`config.mk`:
```
export PLATFORM = sky130hd
export DESIGN_NAME = terminal_line_editor_flat
export DESIGN_NICKNAME = d
export VERILOG_FILES = /design/src/rtl/tle_pkg.sv /design/src/rtl/tle_if.sv /design/src/rtl/terminal_line_editor.sv /design/src/rtl/tle_front.sv /design/src/rtl/tle_fifo.sv /design/src/rtl/tle_back.sv /design/src/flat_wrapper.sv
export SDC_FILE = /design/constraint.sdc
export NUM_CORES = 1
export LEC_CHECK = 0
export ABC_AREA = 1
export BUFFER_PORTS_ARGS = -buffer_cell sky130_fd_sc_hd__buf_2
export CORE_ASPECT_RATIO = 1.75
export CORE_UTILIZATION = 33
export CTS_CLUSTER_DIAMETER = 30
export CTS_CLUSTER_SIZE = 16
export DETAILED_ROUTE_END_ITERATION = 6
export PLACE_DENSITY = 0.54
export SLEW_MARGIN = 30
export SYNTH_ARGS = -nofsm -noshare
export SYNTH_HDL_FRONTEND = slang
export SYNTH_SLANG_ARGS = --single-unit
```
`constraint.sdc`:
```
create_clock -name clk -period 3.9 [get_ports clk]
set_input_delay 0.78 -clock clk [delete_from_list [all_inputs] [get_ports clk]]
set_output_delay 0.78 -clock clk [all_outputs]
set_load 0.05 [all_outputs]
```
`src/rtl/tle_pkg.sv`:
```
// ============================================================================
// tle_pkg
// Shared types, character codes and helpers for the terminal line editor.
// ============================================================================
`default_nettype none

package tle_pkg;

    localparam int TLE_LINE_MAX  = 64;
    localparam int TLE_CMD_DEPTH = 2;
    localparam int LEN_W         = 7;
    localparam int BYTE_W        = 8;

    localparam logic [BYTE_W-1:0] DELETE_CODE_RESET = 8'd127;

    // APB map: one register per 32-bit word
    localparam int  PADDR_W         = 3;
    localparam logic REG_DELETE_CODE = 1'b0;

    localparam logic [BYTE_W-1:0] CH_ESC      = 8'h1B;
    localparam logic [BYTE_W-1:0] CH_LBRACKET = 8'h5B;
    localparam logic [BYTE_W-1:0] CH_CR       = 8'h0D;
    localparam logic [BYTE_W-1:0] CH_LF       = 8'h0A;
    localparam logic [BYTE_W-1:0] CH_NUL      = 8'h00;
    localparam logic [BYTE_W-1:0] CH_UPPER_A  = 8'h41;
    localparam logic [BYTE_W-1:0] CH_UPPER_B  = 8'h42;
    localparam logic [BYTE_W-1:0] CH_UPPER_C  = 8'h43;
    localparam logic [BYTE_W-1:0] CH_UPPER_D  = 8'h44;
    localparam logic [BYTE_W-1:0] CH_UPPER_Z  = 8'h5A;
    localparam logic [BYTE_W-1:0] CH_LOWER_A  = 8'h61;

    typedef enum logic [3:0] {
        EV_IGNORED  = 4'd0,
        EV_ECHO     = 4'd1,
        EV_REDRAW   = 4'd2,
        EV_ERASE    = 4'd3,
        EV_RIGHT    = 4'd4,
        EV_LEFT     = 4'd5,
        EV_LINECHAR = 4'd6,
        EV_EMPTY    = 4'd7,
        EV_PENDING  = 4'd8,
        EV_UP       = 4'd9,
        EV_DOWN     = 4'd10
    } ev_kind_t;

    typedef enum logic [1:0] {
        ESC_IDLE,
        ESC_SEEN,
        ESC_BRACKET
    } esc_stage_t;

    typedef enum logic [3:0] {
        OP_IGNORE,
        OP_PENDING,
        OP_UP,
        OP_DOWN,
        OP_RIGHT,
        OP_LEFT,
        OP_ENTER,
        OP_DELETE,
        OP_INSERT
    } cmd_op_t;

    typedef struct packed {
        cmd_op_t            op;
        logic [BYTE_W-1:0]  data;
    } cmd_t;

    typedef enum logic [2:0] {
        BK_IDLE,
        BK_SHR,
        BK_SHR_LAST,
        BK_SHL,
        BK_EMIT
    } back_state_t;

    function automatic logic [BYTE_W-1:0] fold_lower(input logic [BYTE_W-1:0] c);
        logic [BYTE_W-1:0] r;
        r = c;
        if (c >= CH_UPPER_A && c <= CH_UPPER_Z)
        begin
            r = c + (CH_LOWER_A - CH_UPPER_A);
        end
        return r;
    endfunction

endpackage

`default_nettype wire

```
`src/rtl/tle_if.sv`:
```
// ============================================================================
// tle_if
// Valid/ready channels: received bytes in, editor events out.
// ============================================================================
`default_nettype none

interface tle_rx_if;
    logic       valid;
    logic       ready;
    logic [7:0] rx_byte;

    modport source (output valid, output rx_byte, input ready);
    modport sink   (input valid, input rx_byte, output ready);
endinterface

interface tle_ev_if;
    logic       valid;
    logic       ready;
    logic [3:0] event_kind;
    logic [7:0] out_byte;
    logic [6:0] line_length;
    logic [6:0] cursor_pos;
    logic       last;

    modport source (output valid, output event_kind, output out_byte,
                    output line_length, output cursor_pos, output last, input ready);
    modport sink   (input valid, input event_kind, input out_byte,
                    input line_length, input cursor_pos, input last, output ready);
endinterface

`default_nettype wire

```
`src/rtl/terminal_line_editor.sv`:
```
// ============================================================================
// terminal_line_editor
// Command-line editor for a received terminal byte stream.
// ============================================================================
// Bytes enter on rx and are classified at once into a two-entry command
// queue; the line engine behind it emits events on ev through an output
// register. Inserting inside the line moves the tail through the line
// memory (one write and one read port) one entry a cycle; deleting inside
// the line pulls the tail left one entry a cycle. Enter gives one event
// per line character, one a cycle while ev is ready, after a registered
// read of the first entry. The delete code is set over APB at word address 0.
`default_nettype none

module terminal_line_editor
    import tle_pkg::*;
#(
    parameter int LINE_MAX = TLE_LINE_MAX
)
(
    input  wire logic               clk,
    input  wire logic               rst_n,
    tle_rx_if.sink                  rx,
    tle_ev_if.source                ev,
    input  wire logic               psel,
    input  wire logic               penable,
    input  wire logic               pwrite,
    input  wire logic [PADDR_W-1:0] paddr,
    input  wire logic [31:0]        pwdata,
    output logic      [31:0]        prdata,
    output logic                    pready
);

    logic [BYTE_W-1:0] delete_code_reg;
    logic              cfg_wr;
    logic              push;
    cmd_t              push_cmd;
    logic              full;
    logic              pop;
    logic              not_empty;
    cmd_t              head;

    assign pready = 1'b1;
    assign cfg_wr = psel && penable && pwrite && (paddr[2] == REG_DELETE_CODE);
    assign prdata = (paddr[2] == REG_DELETE_CODE) ? {24'd0, delete_code_reg} : '0;

    always_ff @(posedge clk or negedge rst_n)
    begin
        if (!rst_n)
        begin
            delete_code_reg <= DELETE_CODE_RESET;
        end
        else if (cfg_wr)
        begin
            delete_code_reg <= pwdata[BYTE_W-1:0];
        end
    end

    tle_front u_front (
        .clk         (clk),
        .rst_n       (rst_n),
        .rx          (rx),
        .delete_code (delete_code_reg),
        .full        (full),
        .push        (push),
        .push_cmd    (push_cmd)
    );

    tle_fifo u_fifo (
        .clk       (clk),
        .rst_n     (rst_n),
        .push      (push),
        .push_cmd  (push_cmd),
        .full      (full),
        .pop       (pop),
        .not_empty (not_empty),
        .head      (head)
    );

    tle_back #(
        .LINE_MAX (LINE_MAX)
    ) u_back (
        .clk        (clk),
        .rst_n      (rst_n),
        .head       (head),
        .head_valid (not_empty),
        .pop        (pop),
        .ev         (ev)
    );

endmodule

`default_nettype wire

```
`src/rtl/tle_front.sv`:
```
// ============================================================================
// tle_front
// Accepts received bytes, tracks ESC [ x sequences and classifies each byte
// into an editor command.
// ============================================================================
`default_nettype none

module tle_front
    import tle_pkg::*;
(
    input  wire logic              clk,
    input  wire logic              rst_n,
    tle_rx_if.sink                 rx,
    input  wire logic [BYTE_W-1:0] delete_code,
    input  wire logic              full,
    output logic                   push,
    output cmd_t                   push_cmd
);

    esc_stage_t esc_reg;
    esc_stage_t esc_next;
    cmd_op_t    op;

    assign rx.ready = !full;
    assign push     = rx.valid && !full;

    always_comb
    begin
        op       = OP_IGNORE;
        esc_next = ESC_IDLE;
        case (esc_reg)
            ESC_SEEN:
            begin
                if (rx.rx_byte == CH_LBRACKET)
                begin
                    op       = OP_PENDING;
                    esc_next = ESC_BRACKET;
                end
            end
            ESC_BRACKET:
            begin
                case (rx.rx_byte)
                    CH_UPPER_A: op = OP_UP;
                    CH_UPPER_B: op = OP_DOWN;
                    CH_UPPER_C: op = OP_RIGHT;
                    CH_UPPER_D: op = OP_LEFT;
                    default:    op = OP_IGNORE;
                endcase
            end
            default:
            begin
                // ESC beats enter, enter beats the delete code
                if (rx.rx_byte == CH_ESC)
                begin
                    op       = OP_PENDING;
                    esc_next = ESC_SEEN;
                end
                else if (rx.rx_byte == CH_CR || rx.rx_byte == CH_LF
                         || rx.rx_byte == CH_NUL)
                begin
                    op = OP_ENTER;
                end
                else if (rx.rx_byte == delete_code)
                begin
                    op = OP_DELETE;
                end
                else
                begin
                    op = OP_INSERT;
                end
            end
        endcase
    end

    assign push_cmd.op   = op;
    assign push_cmd.data = rx.rx_byte;

    always_ff @(posedge clk or negedge rst_n)
    begin
        if (!rst_n)
        begin
            esc_reg <= ESC_IDLE;
        end
        else if (push)
        begin
            esc_reg <= esc_next;
        end
    end

endmodule

`default_nettype wire

```
`src/rtl/tle_fifo.sv`:
```
// ============================================================================
// tle_fifo
// Short command queue between the classifier and the line engine.
// ============================================================================
`default_nettype none

module tle_fifo
    import tle_pkg::*;
(
    input  wire logic clk,
    input  wire logic rst_n,
    input  wire logic push,
    input  wire cmd_t push_cmd,
    output logic      full,
    input  wire logic pop,
    output logic      not_empty,
    output cmd_t      head
);

    localparam int PW = (TLE_CMD_DEPTH > 1) ? $clog2(TLE_CMD_DEPTH) : 1;
    localparam int CW = $clog2(TLE_CMD_DEPTH + 1);
    localparam logic [PW-1:0] PTR_LAST = PW'(TLE_CMD_DEPTH - 1);
    localparam logic [CW-1:0] CNT_FULL = CW'(TLE_CMD_DEPTH);

    cmd_t          slot_reg [TLE_CMD_DEPTH];
    logic [PW-1:0] wr_ptr_reg;
    logic [PW-1:0] rd_ptr_reg;
    logic [CW-1:0] count_reg;
    logic [CW-1:0] count_next;

    assign full      = (count_reg == CNT_FULL);
    assign not_empty = (count_reg != '0);
    assign head      = slot_reg[rd_ptr_reg];

    always_comb
    begin
        count_next = count_reg;
        if (push && !pop)
        begin
            count_next = count_reg + 1'b1;
        end
        else if (pop && !push)
        begin
            count_next = count_reg - 1'b1;
        end
    end

    always_ff @(posedge clk or negedge rst_n)
    begin
        if (!rst_n)
        begin
            wr_ptr_reg <= '0;
            rd_ptr_reg <= '0;
            count_reg  <= '0;
        end
        else
        begin
            count_reg <= count_next;
            if (push)
            begin
                wr_ptr_reg <= (wr_ptr_reg == PTR_LAST) ? '0 : wr_ptr_reg + 1'b1;
            end
            if (pop)
            begin
                rd_ptr_reg <= (rd_ptr_reg == PTR_LAST) ? '0 : rd_ptr_reg + 1'b1;
            end
        end
    end

    always_ff @(posedge clk)
    begin
        if (push)
        begin
            slot_reg[wr_ptr_reg] <= push_cmd;
        end
    end

endmodule

`default_nettype wire

```
`src/rtl/tle_back.sv`:
```
// ============================================================================
// tle_back
// Line engine: holds the line memory, length and cursor, carries out one
// command at a time and drives the event output register.
// ============================================================================
`default_nettype none

module tle_back
    import tle_pkg::*;
#(
    parameter int LINE_MAX = TLE_LINE_MAX
)
(
    input  wire logic clk,
    input  wire logic rst_n,
    input  wire cmd_t head,
    input  wire logic head_valid,
    output logic      pop,
    tle_ev_if.source  ev
);

    localparam int IW = $clog2(LINE_MAX);
    localparam logic [LEN_W-1:0] LEN_MAX = LEN_W'(LINE_MAX);

    logic [BYTE_W-1:0] mem [LINE_MAX];
    logic [BYTE_W-1:0] rd_data_reg;
    logic              mem_we;
    logic [IW-1:0]     mem_waddr;
    logic [BYTE_W-1:0] mem_wdata;
    logic [IW-1:0]     mem_raddr;

    back_state_t       state_reg, state_next;
    logic [LEN_W-1:0]  len_reg, len_next;
    logic [LEN_W-1:0]  cur_reg, cur_next;
    logic [IW-1:0]     ptr_reg, ptr_next;
    logic [IW-1:0]     stop_reg, stop_next;
    logic [BYTE_W-1:0] ins_reg, ins_next;

    logic              ev_valid_reg, ev_valid_next;
    ev_kind_t          ev_kind_reg, ev_kind_next;
    logic [BYTE_W-1:0] ev_byte_reg, ev_byte_next;
    logic [LEN_W-1:0]  ev_len_reg, ev_len_next;
    logic [LEN_W-1:0]  ev_cur_reg, ev_cur_next;
    logic              ev_last_reg, ev_last_next;

    logic              out_free;
    logic [LEN_W-1:0]  len_dec;
    logic [IW-1:0]     ptr_inc;
    logic [IW-1:0]     ptr_dec;

    assign out_free = !ev_valid_reg || ev.ready;
    assign len_dec  = len_reg - 1'b1;
    assign ptr_inc  = ptr_reg + 1'b1;
    assign ptr_dec  = ptr_reg - 1'b1;

    always_comb
    begin
        logic              res_emit;
        ev_kind_t          res_kind;
        logic [BYTE_W-1:0] res_byte;

        res_emit      = 1'b0;
        res_kind      = EV_IGNORED;
        res_byte      = '0;
        state_next    = state_reg;
        len_next      = len_reg;
        cur_next      = cur_reg;
        ptr_next      = ptr_reg;
        stop_next     = stop_reg;
        ins_next      = ins_reg;
        ev_valid_next = ev_valid_reg && !ev.ready;
        ev_kind_next  = ev_kind_reg;
        ev_byte_next  = ev_byte_reg;
        ev_len_next   = ev_len_reg;
        ev_cur_next   = ev_cur_reg;
        ev_last_next  = ev_last_reg;
        pop           = 1'b0;
        mem_we        = 1'b0;
        mem_waddr     = ptr_reg;
        mem_wdata     = rd_data_reg;
        mem_raddr     = ptr_reg;

        case (state_reg)
            BK_IDLE:
            begin
                if (head_valid && out_free)
                begin
                    pop      = 1'b1;
                    res_emit = 1'b1;
                    case (head.op)
                        OP_PENDING: res_kind = EV_PENDING;
                        OP_UP:      res_kind = EV_UP;
                        OP_DOWN:    res_kind = EV_DOWN;
                        OP_RIGHT:
                        begin
                            if (cur_reg < len_reg)
                            begin
                                cur_next = cur_reg + 1'b1;
                                res_kind = EV_RIGHT;
                            end
                        end
                        OP_LEFT:
                        begin
                            if (cur_reg != '0)
                            begin
                                cur_next = cur_reg - 1'b1;
                                res_kind = EV_LEFT;
                            end
                        end
                        OP_DELETE:
                        begin
                            if (len_reg != '0 && cur_reg != '0)
                            begin
                                len_next = len_dec;
                                cur_next = cur_reg - 1'b1;
                                if (cur_reg == len_reg)
                                begin
                                    res_kind = EV_ERASE;
                                end
                                else
                                begin
                                    // pull the tail left, one entry a cycle
                                    res_kind   = EV_REDRAW;
                                    mem_raddr  = cur_reg[IW-1:0];
                                    ptr_next   = cur_reg[IW-1:0];
                                    stop_next  = len_dec[IW-1:0];
                                    state_next = BK_SHL;
                                end
                            end
                        end
                        OP_INSERT:
                        begin
                            if (len_reg < LEN_MAX)
                            begin
                                len_next = len_reg + 1'b1;
                                cur_next = cur_reg + 1'b1;
                                if (cur_reg == len_reg)
                                begin
                                    mem_we    = 1'b1;
                                    mem_waddr = len_reg[IW-1:0];
                                    mem_wdata = head.data;
                                    res_kind  = EV_ECHO;
                                    res_byte  = head.data;
                                end
                                else
                                begin
                                    // push the tail right from the end down
                                    res_kind   = EV_REDRAW;
                                    mem_raddr  = len_dec[IW-1:0];
                                    ptr_next   = len_dec[IW-1:0];
                                    stop_next  = cur_reg[IW-1:0];
                                    ins_next   = head.data;
                                    state_next = BK_SHR;
                                end
                            end
                        end
                        OP_ENTER:
                        begin
                            if (len_reg == '0)
                            begin
                                res_kind = EV_EMPTY;
                            end
                            else
                            begin
                                res_emit   = 1'b0;
                                len_next   = '0;
                                cur_next   = '0;
                                mem_raddr  = '0;
                                ptr_next   = '0;
                                stop_next  = len_dec[IW-1:0];
                                state_next = BK_EMIT;
                            end
                        end
                        default: res_kind = EV_IGNORED;
                    endcase
                end
            end
            BK_SHR:
            begin
                mem_we    = 1'b1;
                mem_waddr = ptr_inc;
                if (ptr_reg == stop_reg)
                begin
                    state_next = BK_SHR_LAST;
                end
                else
                begin
                    ptr_next  = ptr_dec;
                    mem_raddr = ptr_dec;
                end
            end
            BK_SHR_LAST:
            begin
                mem_we     = 1'b1;
                mem_waddr  = stop_reg;
                mem_wdata  = ins_reg;
                state_next = BK_IDLE;
            end
            BK_SHL:
            begin
                mem_we    = 1'b1;
                mem_waddr = ptr_dec;
                if (ptr_reg == stop_reg)
                begin
                    state_next = BK_IDLE;
                end
                else
                begin
                    ptr_next  = ptr_inc;
                    mem_raddr = ptr_inc;
                end
            end
            BK_EMIT:
            begin
                // re-read the same entry while the output is stalled
                if (out_free)
                begin
                    ev_valid_next = 1'b1;
                    ev_kind_next  = EV_LINECHAR;
                    ev_byte_next  = fold_lower(rd_data_reg);
                    ev_len_next   = len_reg;
                    ev_cur_next   = cur_reg;
                    ev_last_next  = (ptr_reg == stop_reg);
                    if (ptr_reg == stop_reg)
                    begin
                        state_next = BK_IDLE;
                    end
                    else
                    begin
                        ptr_next  = ptr_inc;
                        mem_raddr = ptr_inc;
                    end
                end
            end
            default: state_next = BK_IDLE;
        endcase

        if (res_emit)
        begin
            ev_valid_next = 1'b1;
            ev_kind_next  = res_kind;
            ev_byte_next  = res_byte;
            ev_len_next   = len_next;
            ev_cur_next   = cur_next;
            ev_last_next  = 1'b1;
        end
    end

    always_ff @(posedge clk or negedge rst_n)
    begin
        if (!rst_n)
        begin
            state_reg    <= BK_IDLE;
            len_reg      <= '0;
            cur_reg      <= '0;
            ev_valid_reg <= 1'b0;
        end
        else
        begin
            state_reg    <= state_next;
            len_reg      <= len_next;
            cur_reg      <= cur_next;
            ev_valid_reg <= ev_valid_next;
        end
    end

    always_ff @(posedge clk)
    begin
        ptr_reg     <= ptr_next;
        stop_reg    <= stop_next;
        ins_reg     <= ins_next;
        ev_kind_reg <= ev_kind_next;
        ev_byte_reg <= ev_byte_next;
        ev_len_reg  <= ev_len_next;
        ev_cur_reg  <= ev_cur_next;
        ev_last_reg <= ev_last_next;
    end

    always_ff @(posedge clk)
    begin
        if (mem_we)
        begin
            mem[mem_waddr] <= mem_wdata;
        end
        rd_data_reg <= mem[mem_raddr];
    end

    assign ev.valid       = ev_valid_reg;
    assign ev.event_kind  = ev_kind_reg;
    assign ev.out_byte    = ev_byte_reg;
    assign ev.line_length = ev_len_reg;
    assign ev.cursor_pos  = ev_cur_reg;
    assign ev.last        = ev_last_reg;

endmodule

`default_nettype wire

```
`src/flat_wrapper.sv`:
```
// flat-port wrapper written by rule: the top's interface ports become plain ports
module terminal_line_editor_flat import tle_pkg::*;
#(
    parameter int LINE_MAX = TLE_LINE_MAX
)
  (clk, rst_n, psel, penable, pwrite, paddr, pwdata, prdata, pready, rx_valid, rx_rx_byte, rx_ready, ev_valid, ev_event_kind, ev_out_byte, ev_line_length, ev_cursor_pos, ev_last, ev_ready);
  tle_rx_if rx_i ();
  tle_ev_if ev_i ();
  input  wire logic clk;
  input  wire logic rst_n;
  input  wire logic psel;
  input  wire logic penable;
  input  wire logic pwrite;
  input  wire logic [PADDR_W-1:0] paddr;
  input  wire logic [31:0] pwdata;
  output logic      [31:0] prdata;
  output logic pready;
  input wire logic [$bits(rx_i.valid)-1:0] rx_valid;
  input wire logic [$bits(rx_i.rx_byte)-1:0] rx_rx_byte;
  output wire logic [$bits(rx_i.ready)-1:0] rx_ready;
  output wire logic [$bits(ev_i.valid)-1:0] ev_valid;
  output wire logic [$bits(ev_i.event_kind)-1:0] ev_event_kind;
  output wire logic [$bits(ev_i.out_byte)-1:0] ev_out_byte;
  output wire logic [$bits(ev_i.line_length)-1:0] ev_line_length;
  output wire logic [$bits(ev_i.cursor_pos)-1:0] ev_cursor_pos;
  output wire logic [$bits(ev_i.last)-1:0] ev_last;
  input wire logic [$bits(ev_i.ready)-1:0] ev_ready;
  assign rx_i.valid = rx_valid;
  assign rx_i.rx_byte = rx_rx_byte;
  assign rx_ready = rx_i.ready;
  assign ev_valid = ev_i.valid;
  assign ev_event_kind = ev_i.event_kind;
  assign ev_out_byte = ev_i.out_byte;
  assign ev_line_length = ev_i.line_length;
  assign ev_cursor_pos = ev_i.cursor_pos;
  assign ev_last = ev_i.last;
  assign ev_i.ready = ev_ready;
  terminal_line_editor #(.LINE_MAX(LINE_MAX)) u_core (.clk(clk), .rst_n(rst_n), .rx(rx_i), .ev(ev_i), .psel(psel), .penable(penable), .pwrite(pwrite), .paddr(paddr), .pwdata(pwdata), .prdata(prdata), .pready(pready));
endmodule
```
==> results.cfg, run 1 <==
[worst_setup_path]
critPathCaptureType = flip-flop
crit_top_cell = nand2_1
crit_family = simple AND/OR/NAND/NOR gates
arrival_ps = 4120
crit_slowest_cell = dfrtp_1
crit_type = reg -> reg
path_depth = 21
start_kind = flip-flop
timing.rr.start = u_core.u_back.cur_reg[0]
required_ps = 4400
cpPeakStageDelay_ps = 430
path_max_fanout = 43
crit_chain = inv_2, ha_1, nand2_1, nor2_1, nand2_1, nand3_1, nand2_1, nand2_1, nand2_2, nand2_1, nand2_8, nand2_8, buf_12, buf_12, nand2_1, nand3_1, nand3_1, nand3_1, nand3_1, nand3_1, nand2_1
cp.buffers_inverters = 3
rr_worst_depth = 21
rrSetupSlack_ps = 280
startpoint = u_core.u_back.cur_reg[0]

[timing]
max_freq_ghz = 0.2761
slew_headroom = 0.3599
fin_skew_ps = 28.36
hold_viol_final = 0
setup_viol = 0
fin_crit_sh = 0.9288
slew_violations = 0
final.min_clock_period_ps = 3622
rsz0062_at_grt = no
worst_pin_slew_ps = 956.5

[clocking]
postCtsSetupBuffers = 0
cts_root_buffer = clkbuf_16
cts_made_buffers = 74
insertion_delay_ps = 650
cts.reportedPaths.clkPinSlew_ps = 60
ctsHoldBuffers = 0
cts_tree = yes
h-tree-depth = 3
clockBufferDepth = 3
clock_sinks = 623
cts_resized = 0

[route]
ant_nets = 0
drt-pass1-iter-count = 5
routed_wl_um = 83980
wire_per_inst_um = 19.57
drt_first_iter_violations = 1453
drcViolationCount = 0
via_count = 21250
viasPerCell = 4.953

[grt]
overflow = 0
grt_max_degree = 71
grt_pass1_vias = 20950
grt.total_usage = 0.1829
grt_pass1_wl_um = 126600
antenna_found_initial = 0

[synthesis]
syn_area_per_cell_um2 = 10.22
synth_edf_count = 576
yosysWarnings = 0
synth_area_um2 = 29870
ys_seq_area_frac = 0.6162
synth_seq_cells = 623
synthCells = 2922
async_flop_share = 0.05136
ys_types = 61
ys.flop_type = edfxtp_1

[cells_and_area]
drive_gt1_frac = 0.1438
syn2layout_area_growth_pct = 17.00
n_fill_cell = 8640
register_area_um2 = 18410
diodes = 0
stdcell_count = 4291
multi_input_area_um2 = 8990
largest_register_ffs = 512
nets = 3121
final_area_um2 = 34950

[floorplanning]
row_count = 145
ios = 112
die_area_um2 = 91760
fp.dieH_um = 400.0
start_util = 0.3339
core_um2 = 89440
die_x_um = 229.4

[placed_design]
placed_area_um2 = 32320
port_buffers = 60
gp_congestion = 0.9219
dp.cells = 4154
dp_hpwl_um = 55020

[worst_hold_path]
min_path_type = in -> async

[run_status]
outcome = finished, final reports clean

[run]
drv_cap = 0
[metrics by stage]
step | setup slack [ps] | setup TNS (ps) | util | hold slack, ps
2_1_floorplan | -62.40 | -15950 | - | 445.8
3_3_place_gp | 224.3 | 0 | 0.3613 | 461.6
6_report | 277.7 | 0 | 0.3907 | 247.7
4_1_cts | 139.8 | 0 | 0.3905 | 252.9
3_5_place_dp | 162.1 | 0 | 0.3613 | 467.1
5_1_grt | 10.76 | 0 | 0.3907 | 298.8
[final cells by class]
class / count / share of cell area
sequential: 623 / 0.5267
multi-input combinational: 1738 / 0.2572
timing repair buffer: 217 / 0.05639
clock buffer: 83 / 0.05607
inverter: 400 / 0.04307
tap: 1176 / 0.04210
clock inverter: 54 / 0.01844
[worst register-to-register path, cell delays in order (launching register included)]
cell,delay (ps)
dfrtp_1,430
inv_2,160
ha_1,220
nand2_1,70
nor2_1,180
nand2_1,220
nand3_1,200
nand2_1,100
nand2_1,100
nand2_2,90
nand2_1,180
nand2_8,90
nand2_8,250
buf_12,300
buf_12,170
nand2_1,60
nand3_1,80
nand3_1,100
nand3_1,100
nand3_1,130
nand3_1,160
nand2_1,110
[kinds of logic after synthesis]
group           after synthesis  synth area share
compound gates              178           0.03682
flops                       623            0.6162
xor+xnor                     24          0.007037
other cells                   2         0.0002514
simple gates               1494            0.2427
fa+ha+maj                    17          0.007121
buf+inv                     584           0.08985
[synth_stat cells (17+ instances only)]
| master | n | area share |
|---|---|---|
| nand3_1 | 578 | 0.097 |
| inv_2 | 20 | 0.0025 |
| dfrtp_1 | 25 | 0.021 |
| nor2_1 | 138 | 0.017 |
| nand3b_1 | 176 | 0.044 |
| a21oi_1 | 42 | 0.0070 |
| buf_4 | 50 | 0.013 |
| buf_6 | 24 | 0.0090 |
| nor3_1 | 18 | 0.0030 |
| o21ai_0 | 68 | 0.011 |
| nand2_1 | 525 | 0.066 |
| clkbuf_1 | 20 | 0.0025 |
| edfxtp_1 | 576 | 0.58 |
| ha_1 | 17 | 0.0071 |
| inv_1 | 376 | 0.047 |
| buf_2 | 86 | 0.014 |
| xor2_1 | 19 | 0.0056 |
[worst paths after layout]
kind,end
min in group clk,u_core.delete_code_reg[2]
hold / removal,u_core.u_front.esc_reg[0]
max in group asynchronous,u_core.u_back.len_reg[2]
hold reg to reg,u_core.u_fifo.count_reg[0]
setup / recovery,u_core.u_back.rd_data_reg[3]
setup reg to reg,u_core.u_back.rd_data_reg[3]
[layout by cell type (no fill, tap or decap), drive strengths merged, types with 2 or more instances in the layout]
master    netlist  layout
buf           163     217
nor4            2       2
a21oi          45      45
o211ai          9       9
nand2         546     546
ha             17      17
and3            2       2
edfxtp        576     576
a21o            2       2
nor3           19      19
nand4          16      16
dfrtp          25      25
nand3         582     582
o21a            2       2
xor2           19      19
nand3b        176     176
a211oi          2       2
a22oi           9       9
clkbuf         21      83
o221ai          8       8
xnor2           5       5
a221oi          2       2
dfstp           7       7
o21ai          77      77
bufinv          0       7
dfxtp          15      15
clkinv          3      20
nor2          150     150
conb            2      25
inv           397     421
o22ai          13      13
clkinvlp        0       6
o32ai           3       3
[layer usage]
metal | vias to the layer above | global-route usage | part of all wire
met1 | 10290 | 0.1870 | 0.36
met4 | 0 | 0.1069 | 0.057
met3 | 202 | 0.02389 | 0.038
li1 | 10190 | - | -
met2 | 574 | 0.3519 | 0.55
met5 | - | 0 | 0
Power of run 1 is not shown: default switching activity piles up to over one toggle a cycle in this logic, so the estimate is an artifact.
==> inputs of run 2 (changes only) <==
--- a/config.mk
+++ b/config.mk
@@ -12,7 +12,7 @@
 export CTS_CLUSTER_DIAMETER = 30
 export CTS_CLUSTER_SIZE = 16
 export DETAILED_ROUTE_END_ITERATION = 6
-export PLACE_DENSITY = 0.54
+export PLACE_DENSITY = 0.52
 export SLEW_MARGIN = 30
 export SYNTH_ARGS = -nofsm -noshare
 export SYNTH_HDL_FRONTEND = slang
==> constraint.sdc (replaced) <==
create_clock -name clk -period 3.8 [get_ports clk]
set_input_delay 0.76 -clock clk [delete_from_list [all_inputs] [get_ports clk]]
set_output_delay 0.76 -clock clk [all_outputs]
set_load 0.05 [all_outputs]
==> results.cfg, run 2 (synthesized netlist as in run 1, its figures left out) <==
[run_status]
outcome = finished, final reports clean

[cells_and_area]
drive_gt1_frac = 0.1558
layout_commonest_cell = nand3_1
nets = 3164
largest_register_ffs = 512
stdcell_count = 4350
n_fill_cell = 8662
syn2layout_area_growth_pct = 19.45
final_cell_mix = nand3_1, edfxtp_1, nand2_1, inv_1, nand3b_1

[timing]
hold_viol_final = 0
final.min_clock_period_ps = 3542
fin_crit_sh = 0.9322
slew_headroom = 0.4300
worst_pin_slew_ps = 855.1
rsz0062_at_grt = no
fin_skew_ps = 22.46
slew_violations = 0
setup_viol = 0
max_freq_ghz = 0.2823

[worst_setup_path]
crit_family = simple AND/OR/NAND/NOR gates
arrival_ps = 4080
cpPeakStageDelay_ps = 430
cp.buffers_inverters = 3
required_ps = 4340
crit_top_cell = nand2_1
path_max_fanout = 60
crit_chain = inv_2, nand2_1, nand2_1, nand2_4, nor2_4, buf_4, o21ai_2, nand2_1, nand2_2, nand2_1, nand2_8, nand2_8, buf_12, nand2_1, nand3_1, nand3_1, nand3_1, nand3_1, nand3_1, nand2_1
critPathCaptureType = flip-flop
crit_type = reg -> reg
start_kind = flip-flop
crit_slowest_cell = dfrtp_1

[clocking]
cts_made_buffers = 86
clock_sinks = 623
insertion_delay_ps = 660
cts.reportedPaths.clkPinSlew_ps = 60
cts_tree = yes
clockBufferDepth = 3
h-tree-depth = 3
postCtsSetupBuffers = 0
cts_root_buffer = clkbuf_16

[placed_design]
port_buffers = 60
dp.cells = 4185
gp_congestion = 0.9178
dp_hpwl_um = 56870

[route]
drt_first_iter_violations = 1299
drcViolationCount = 0
ant_nets = 0
routed_wl_um = 86630
drt-pass1-iter-count = 5
wire_per_inst_um = 19.91
via_count = 21310
viasPerCell = 4.898

[floorplanning]
fp.dieH_um = 400.0
core_um2 = 89440
row_count = 145
die_x_um = 229.4
start_util = 0.3339
ios = 112
die_area_um2 = 91760

[grt]
grt_max_degree = 88
overflow = 0
grt_pass1_vias = 21490
antenna_found_initial = 3
grt_pass1_wl_um = 129400
grt.total_usage = 0.1886

[run]
drv_cap = 0

[worst_hold_path]
min_path_type = in -> async
-- run 2: layout make-up --
| cell class | instances | area, um^2 | share of cell area |
|---|---|---|---|
| sequential | 623 | 18410 | 0.5159 |
| multi-input combinational | 1738 | 8972 | 0.2515 |
| clock buffer | 94 | 2246 | 0.06295 |
| timing repair buffer | 248 | 2191 | 0.06141 |
| inverter | 400 | 1505 | 0.04219 |
| tap | 1176 | 1471 | 0.04124 |
| clock inverter | 68 | 878.3 | 0.02462 |
| antenna | 3 | 7.507 | 0.0002104 |
-- run 2: timing repair --
| action | CTS | global route |
|---|---|---|
| resized for setup | 0 | 4 |
| hold buffers | 0 | 0 |
| setup endpoints to repair | 0 | 8 |
-- run 2: routing by layer --
layer | up-vias | wire [um] | GRT usage
met5 | - | 0 | 0
met4 | 0 | 5153 | 0.1118
met3 | 212 | 3261 | 0.02688
met2 | 539 | 47550 | 0.3658
met1 | 10270 | 30660 | 0.1883
li1 | 10290 | - | -
-- run 2: final timing paths --
kind | slack (ps) | end | from | cells past startpoint
min in group clk | 350 | u_core.delete_code_reg[5] | pwdata[5] | 3
max reg2reg | 260 | u_core.u_back.rd_data_reg[6] | u_core.u_fifo.rd_ptr_reg | 20
max in group asynchronous | 3020 | u_core.u_back.len_reg[3] | rst_n | 1
min | 220 | u_core.u_front.esc_reg[0] | rst_n | 1
max | 260 | u_core.u_back.rd_data_reg[6] | u_core.u_fifo.rd_ptr_reg | 20
min reg2reg | 480 | u_core.u_fifo.count_reg[0] | u_core.u_fifo.count_reg[0] | 1
-- run 2: stage by stage --
stage	utilization	setup TNS, ps	hold slack [ps]	setup WS (ps)	cell area, um^2
after floorplan	-	-41550	445.8	-162.4	29960
after global placement	0.3635	0	465.5	194.8	32510
after detailed placement	0.3635	0	466.6	156.3	32510
after CTS	0.3984	0	224.7	142.5	35640
after global routing	0.3989	0	257.3	18.05	35680
final	0.3989	0	221.0	257.8	35680
Power of run 2 is left out for the same reason.
==> inputs of run 3 (changes only) <==
--- a/config.mk
+++ b/config.mk
@@ -13,6 +13,7 @@
 export CTS_CLUSTER_SIZE = 16
 export DETAILED_ROUTE_END_ITERATION = 6
 export PLACE_DENSITY = 0.52
+export RECOVER_POWER = 25
 export SLEW_MARGIN = 30
 export SYNTH_ARGS = -nofsm -noshare
 export SYNTH_HDL_FRONTEND = slang
==> results.cfg, run 3 (synthesized netlist as in run 1, its figures left out) <==
[cells_and_area]
utilization = 0.3973
largest_register_ffs = 512
layout_commonest_cell = nand3_1
syn2layout_area_growth_pct = 18.98
nets = 3164
final_cell_mix = nand3_1, edfxtp_1, nand2_1, inv_1, nand3b_1
drive_gt1_frac = 0.1369
stdcell_count = 4347
diodes = 0

[route]
wire_per_inst_um = 19.94
via_count = 21290
drcViolationCount = 0
viasPerCell = 4.898
ant_nets = 0
routed_wl_um = 86660
drt-pass1-iter-count = 5
drt_first_iter_violations = 1327

[placed_design]
port_buffers = 60
gp_congestion = 0.9178
dp.cells = 4185
dp_hpwl_um = 56870

[worst_setup_path]
crit_family = simple AND/OR/NAND/NOR gates
crit_slowest_cell = inv_1
cp.buffers_inverters = 5
crit_chain = inv_1, nand2_1, nor2_1, nand2_1, a21oi_2, buf_4, inv_4, a21oi_1, nor2_1, nand2_2, inv_2, buf_12, nand3_1, nand3_1, nand3_1, nand3_1, nand2_1
required_ps = 4390
critPathCaptureType = flip-flop
arrival_ps = 4130
cpPeakStageDelay_ps = 400
crit_top_cell = nand3_1
rrSetupSlack_ps = 260
crit_type = reg -> reg
start_kind = flip-flop
path_max_fanout = 32

[grt]
grt.total_usage = 0.1886
use_met3 = 0.02688
grtUsageMet1 = 0.1883
grt_max_degree = 88
overflow = 0
grt_pass1_vias = 21490
busiest_layer = met2
grt_pass1_wl_um = 129400
gr-usage-met2 = 0.3658
antenna_found_initial = 0

[run_status]
violations = max-capacitance violations, max-slew violations
outcome = finished, violations left

[clocking]
clockBufferDepth = 3
insertion_delay_ps = 660
ctsHoldBuffers = 0
h-tree-depth = 3
cts_made_buffers = 86
clock_sinks = 623
cts.reportedPaths.clkPinSlew_ps = 60
cts_tree = yes
cts_root_buffer = clkbuf_16

[timing]
max_freq_ghz = 0.2825
slew_violations = 33
slew_headroom = -0.3898
setup_viol = 0
rsz0062_at_grt = no
hold_viol_final = 0
fin_crit_sh = 0.9314
worst_pin_slew_ps = 2085
fin_skew_ps = 22.76
final.min_clock_period_ps = 3539

[floorplanning]
start_util = 0.3339
die_x_um = 229.4
fp.dieH_um = 400.0
row_count = 145
ios = 112
die_area_um2 = 91760
core_um2 = 89440

[worst_hold_path]
min_path_type = in -> reg

[run]
drv_cap = 1
## run 3: cell types whose count changed in the layout (fill, tap and decap cells not counted), sizes merged
cell | previous run | this run
diode | 3 | 0
clkbuf | 95 | 153
buf | 247 | 189
inv | 425 | 424
clkinv | 26 | 27
## run 3: layout make-up
type	instances	area [um^2]
Clock buffer	94	2246
Timing Repair Buffer	248	2079
Sequential cell	623	18410
Tap cell	1176	1471
Clock inverter	68	878.3
Fill cell	8689	53910
Multi-Input combinational cell	1738	8950
Inverter	400	1505
## run 3: worst reg2reg max path, stage by stage (launching register included)
cell and delay, ps:
dfrtp_1 390, inv_1 400, nand2_1 230, nor2_1 270, nand2_1 120, a21oi_2 160, buf_4 230, inv_4 80
a21oi_1 230, nor2_1 90, nand2_2 210, inv_2 110, buf_12 190, nand3_1 130, nand3_1 130, nand3_1 320
nand3_1 140, nand2_1 90
## run 3: final timing paths
kind | start | endpoint | cells past startpoint
max in group asynchronous | rst_n | u_core.u_back.len_reg[3] | 1
worst max-delay path | u_core.u_back.state_reg[2] | u_core.u_back.rd_data_reg[7] | 17
min in group asynchronous | rst_n | u_core.delete_code_reg[7] | 1
worst min-delay path | pwdata[2] | u_core.delete_code_reg[2] | 3
worst max register to register | u_core.u_back.state_reg[2] | u_core.u_back.rd_data_reg[7] | 17
worst min register to register | u_core.u_fifo.count_reg[0] | u_core.u_fifo.count_reg[0] | 1
## run 3: metrics by stage
step | setup slack, ps | TNS (ps) | hold WS [ps] | area (um^2)
3_5_place_dp | 156.3 | 0 | 466.6 | 32510
2_1_floorplan | -162.4 | -41550 | 445.8 | 29960
3_3_place_gp | 194.8 | 0 | 465.5 | 32510
6_report | 260.7 | 0 | 346.4 | 35540
5_1_grt | 21.63 | 0 | 327.9 | 35540
4_1_cts | 142.5 | 0 | 224.7 | 35640
## run 3: timing repair
item                       4_1_cts  5_1_grt
setup buffers                    0        0
gates resized for setup          0        4
hold endpoints to repair         0        0
setup endpoints to repair        0        8
## run 3: per-layer routing
metal	wire (um)	up-vias
li1	-	10290
met2	47540	580
met5	0	-
met4	5261	0
met3	3402	218
met1	30460	10210
Power of run 3 is left out for the same reason.
